==> src/rtl/rapq_pkg.sv <==
// shared types and constants for the range add / predecessor query unit
package rapq_pkg;

    localparam logic [1:0] FUNC_ADD   = 2'd0;
    localparam logic [1:0] FUNC_QUERY = 2'd1;
    localparam logic [1:0] FUNC_LOAD  = 2'd2;

    localparam int unsigned IDX_W = 10;
    localparam int unsigned LEN_W = 11;
    localparam logic [LEN_W-1:0] LEN_RESET = 11'd1024;

    typedef struct packed {
        logic [1:0]        func;
        logic [IDX_W-1:0]  first_index;
        logic [IDX_W-1:0]  last_index;
        logic signed [31:0] operand;
    } in_word_t;

    typedef struct packed {
        logic               found;
        logic signed [31:0] best_value;
    } out_word_t;

    // controller to datapath commands
    typedef struct packed {
        logic capture;   // latch the input word and set up the walk
        logic step;      // process one element
        logic finish;    // present the query result
    } cmd_t;

    // datapath to controller status
    typedef struct packed {
        logic is_query;
        logic walk;      // the word needs an element walk
        logic last;      // current element is the final one
    } stat_t;

endpackage

==> src/rtl/rapq_ctrl.sv <==
// controller: accept, walk, and output handshake
module rapq_ctrl (
    input  logic              clk,
    input  logic              rst_n,
    input  logic              in_valid,
    output logic              in_stall,
    output logic              out_valid,
    input  logic              out_stall,
    output logic              cfg_ready,
    input  rapq_pkg::stat_t   stat,
    output rapq_pkg::cmd_t    cmd
);
    localparam logic [1:0] ST_IDLE = 2'd0;
    localparam logic [1:0] ST_WALK = 2'd1;
    localparam logic [1:0] ST_DONE = 2'd2;

    logic [1:0] state_reg, state_next;
    logic       query_reg, query_next;
    logic       ov_reg, ov_next;
    logic       accept;

    // a new word waits while a walk runs, a query result is being presented, or a result has not left
    assign in_stall  = (state_reg != ST_IDLE) || ov_reg;
    assign accept    = in_valid && !in_stall;
    assign out_valid = ov_reg;
    assign cfg_ready = (state_reg == ST_IDLE) && !in_valid;

    always_comb
    begin
        state_next = state_reg;
        query_next = query_reg;
        ov_next    = ov_reg && out_stall;
        cmd        = '0;
        case (state_reg)
            ST_IDLE:
            begin
                if (accept)
                begin
                    cmd.capture = 1'b1;
                    query_next  = stat.is_query;
                    if (stat.walk)
                        state_next = ST_WALK;
                    else if (stat.is_query)
                        state_next = ST_DONE;
                end
            end
            ST_WALK:
            begin
                cmd.step = 1'b1;
                if (stat.last)
                    state_next = query_reg ? ST_DONE : ST_IDLE;
            end
            default:
            begin
                cmd.finish = 1'b1;
                ov_next    = 1'b1;
                state_next = ST_IDLE;
            end
        endcase
    end

    always_ff @(posedge clk or negedge rst_n)
    begin
        if (!rst_n)
        begin
            state_reg <= ST_IDLE;
            query_reg <= 1'b0;
            ov_reg    <= 1'b0;
        end
        else
        begin
            state_reg <= state_next;
            query_reg <= query_next;
            ov_reg    <= ov_next;
        end
    end
endmodule

==> config.mk <==
export PLATFORM = sky130hd
export DESIGN_NAME = rapq_ctrl
export DESIGN_NICKNAME = d
export VERILOG_FILES = /design/src/rtl/rapq_pkg.sv /design/src/rtl/rapq_ctrl.sv
export SDC_FILE = /design/constraint.sdc
export NUM_CORES = 1
export LEC_CHECK = 0
export ABC_AREA = 1
export BUFFER_PORTS_ARGS = -buffer_cell sky130_fd_sc_hd__clkbuf_2
export CAP_MARGIN = 20
export CORE_AREA = 2 2 39 41
export CTS_BUF_LIST = sky130_fd_sc_hd__clkbuf_8 sky130_fd_sc_hd__clkbuf_16
export CTS_CLUSTER_DIAMETER = 150
export DETAILED_ROUTE_END_ITERATION = 8
export DIE_AREA = 0 0 41 43
export GPL_ROUTABILITY_DRIVEN = 0
export PLACE_DENSITY = 0.44
export SYNTH_ARGS = -nofsm -noshare
export SYNTH_HDL_FRONTEND = slang
export SYNTH_SLANG_ARGS = --single-unit
==> constraint.sdc <==
create_clock -name clk -period 1.4 [get_ports clk]
set_clock_uncertainty 0.2 [all_clocks]
set_input_delay 0.14 -clock clk [delete_from_list [all_inputs] [get_ports clk]]
set_output_delay 0.14 -clock clk [all_outputs]
set_load 0.05 [all_outputs]
==> run summary <==
status: complete, but fails checks
failing checks: setup timing
pre-CTS WS: 66.7 ps
WS Path Type: reg2out
Worst-Skew Late Latency: 220 ps
final hold vios: 0
Critical Path Sink Type: output pin
Final nets: 67
drc violations: 0
met2 wire length: 297 um
DR WL/cell: 8.81 um
max-cap viol count: 0
Yosys cell types: 13
first-pass GRT wire length: 945 um
die area: 1760 um2
Avg Inst Size Synth: 6.97 um2
CP required: 1060 ps
Syn Nets: 42
initial antenna violation count: 0
post-synthesis sequential area ratio: 41.0%
commonest non-fill, non-tap cell in the layout: clkbuf_2
# rows: 14
Total Power: 0.00150 W
die height: 43 um
Leak: 0.282 nW
crit path DAT: 1110 ps
initial DRC count: 5
Placed Area: 334 um2
CP Max Fanout: 3
final core utilization: 37.7%
Syn-to-layout area delta: 114%
Seq cells post-synth: 4
Final Critical Period: 1450 ps
ANT cells: 0
worst slew pin tran: 275 ps
CTS tree: built
wl on met1: 289 um
detail-routed via count per cell: 3.84
Routed Antenna Nets: 0
drt total wl: 661 um
layout filler cell count: 144
PwrDens: 2880 nW/um2
core box area: 1380 um2
Worst-path clk slew: 40 ps
number of flip-flops in the largest register: 2
Die Wd: 41 um
IO buf count: 12
share of layout cells above drive strength 1: 57.6%
Mapped Cells: 35
Pre-antenna DRT Iters: 4
Routed met3 length: 54 um
gr ovfl total: 0
uppermost layer routed: met4
I/O pins: 13
setup ws final: -50.0 ps
clk sink count: 4
H-tree levels: 1
final setup fails: 2
Mapped Area: 244 um2
CP startpoint kind: register
CTS root buf: clkbuf_8
Ys Warns: 0
most frequent cells in the layout: clkbuf_2 (8), nand2_1 (7), inv_1 (6)
maximum vdd drop: 0.919 mV
Hold Path Class: in2reg
vias in the first global route: 249
Post-DP HPWL: 456 um
RSZ-0062 raised after global routing: true
Fmax: 690 MHz
vias: 288
clock buffer depth: 2
Slew headroom: 81.7%
Slew Viols, Final: 0
final period utilization: 104%
pin count of the biggest net entering global routing: 5
Initial Util: 17.6%
placed insts: 63
final std cells w/o fill: 75
GRT Total Usage: 9.07%
total CTS buffers: 3
fin area: 522 um2
## final cells by class
type,count,area [um2],share of cell area [%]
tap,16,20.0,3.84
multi-input combinational,21,129,24.7
clock buffer,3,41.3,7.91
inverter,9,33.8,6.47
clock inverter,1,3.75,0.719
sequential,4,104,19.9
timing repair buffer,21,190,36.5
## repair_timing
| item | in CTS | in global routing |
|---|---|---|
| hold buffers | 4 | 0 |
| setup buffers | 2 | 2 |
| gates cloned | 0 | 0 |
| endpoints found under the hold margin | 7 | 0 |
| pin swaps | 2 | 3 |
| gates resized for setup | 12 | 7 |
| endpoints found under the setup margin | 4 | 5 |
## final timing paths
| path | from | endpoint | slack (ps) | depth (start not counted) |
|---|---|---|---|---|
| hold reg to reg | out_valid | out_valid | 340 | 2 |
| setup reg to reg | state_reg[0] | state_reg[1] | 80 | 6 |
| setup / recovery | state_reg[0] | cmd[2] | -50 | 4 |
| max in group asynchronous | rst_n | state_reg[0] | 810 | 2 |
| hold / removal | stat[0] | state_reg[0] | 20 | 3 |
| min in group asynchronous | rst_n | out_valid | 60 | 2 |
## logic make-up (layout without fill, tap and decap cells)
kind of cell	after synthesis	after routing	share of synthesized area, %
flip-flops	4	4	41.0
AO/OA/AOI/OAI	4	4	10.8
buffers and inverters	10	34	15.4
AND/OR/NAND/NOR	17	17	32.8
## power breakdown
part | leakage [nW] | switching, W | internal, W
clock network | 0.0269 | 0.0000750 | 0.000188
logic | 0.208 | 0.000578 | 0.000422
registers | 0.0471 | 0.0000626 | 0.000176
total | 0.282 | 0.000716 | 0.000786
## cells in the mapped netlist
library cell,n,area [um2]
nand2_1,8,30.0
nor2_4,1,11.3
o21bai_1,1,7.51
inv_2,3,11.3
nand2_2,2,12.5
nor2_1,3,11.3
inv_1,6,22.5
clkbuf_1,1,3.75
nand3_1,2,10.0
o21ai_0,2,10.0
o21ai_2,1,8.76
nor3_1,1,5.00
dfrtp_1,4,100
## critical path, cell delays in order, from the launching register on
cell	delay, ps
dfrtp_2	420
nor2_4	150
nand3_2	80
inv_2	70
clkbuf_16	150
## routing by layer
metal,track usage [%],vias to the layer above
li1,-,153
met1,10.1,123
met2,10.9,10
met3,6.28,2
met4,8.00,0
met5,0,-
## metrics by stage
stage	hold slack [ps]	setup TNS, ps
after floorplan	-356	-45.1
after global placement	-248	0
after detailed placement	-250	0
after CTS	28.7	-170
after global routing	40.0	-185
final	23.9	-94.4
Note: power is estimated with default switching activity, not from simulation.
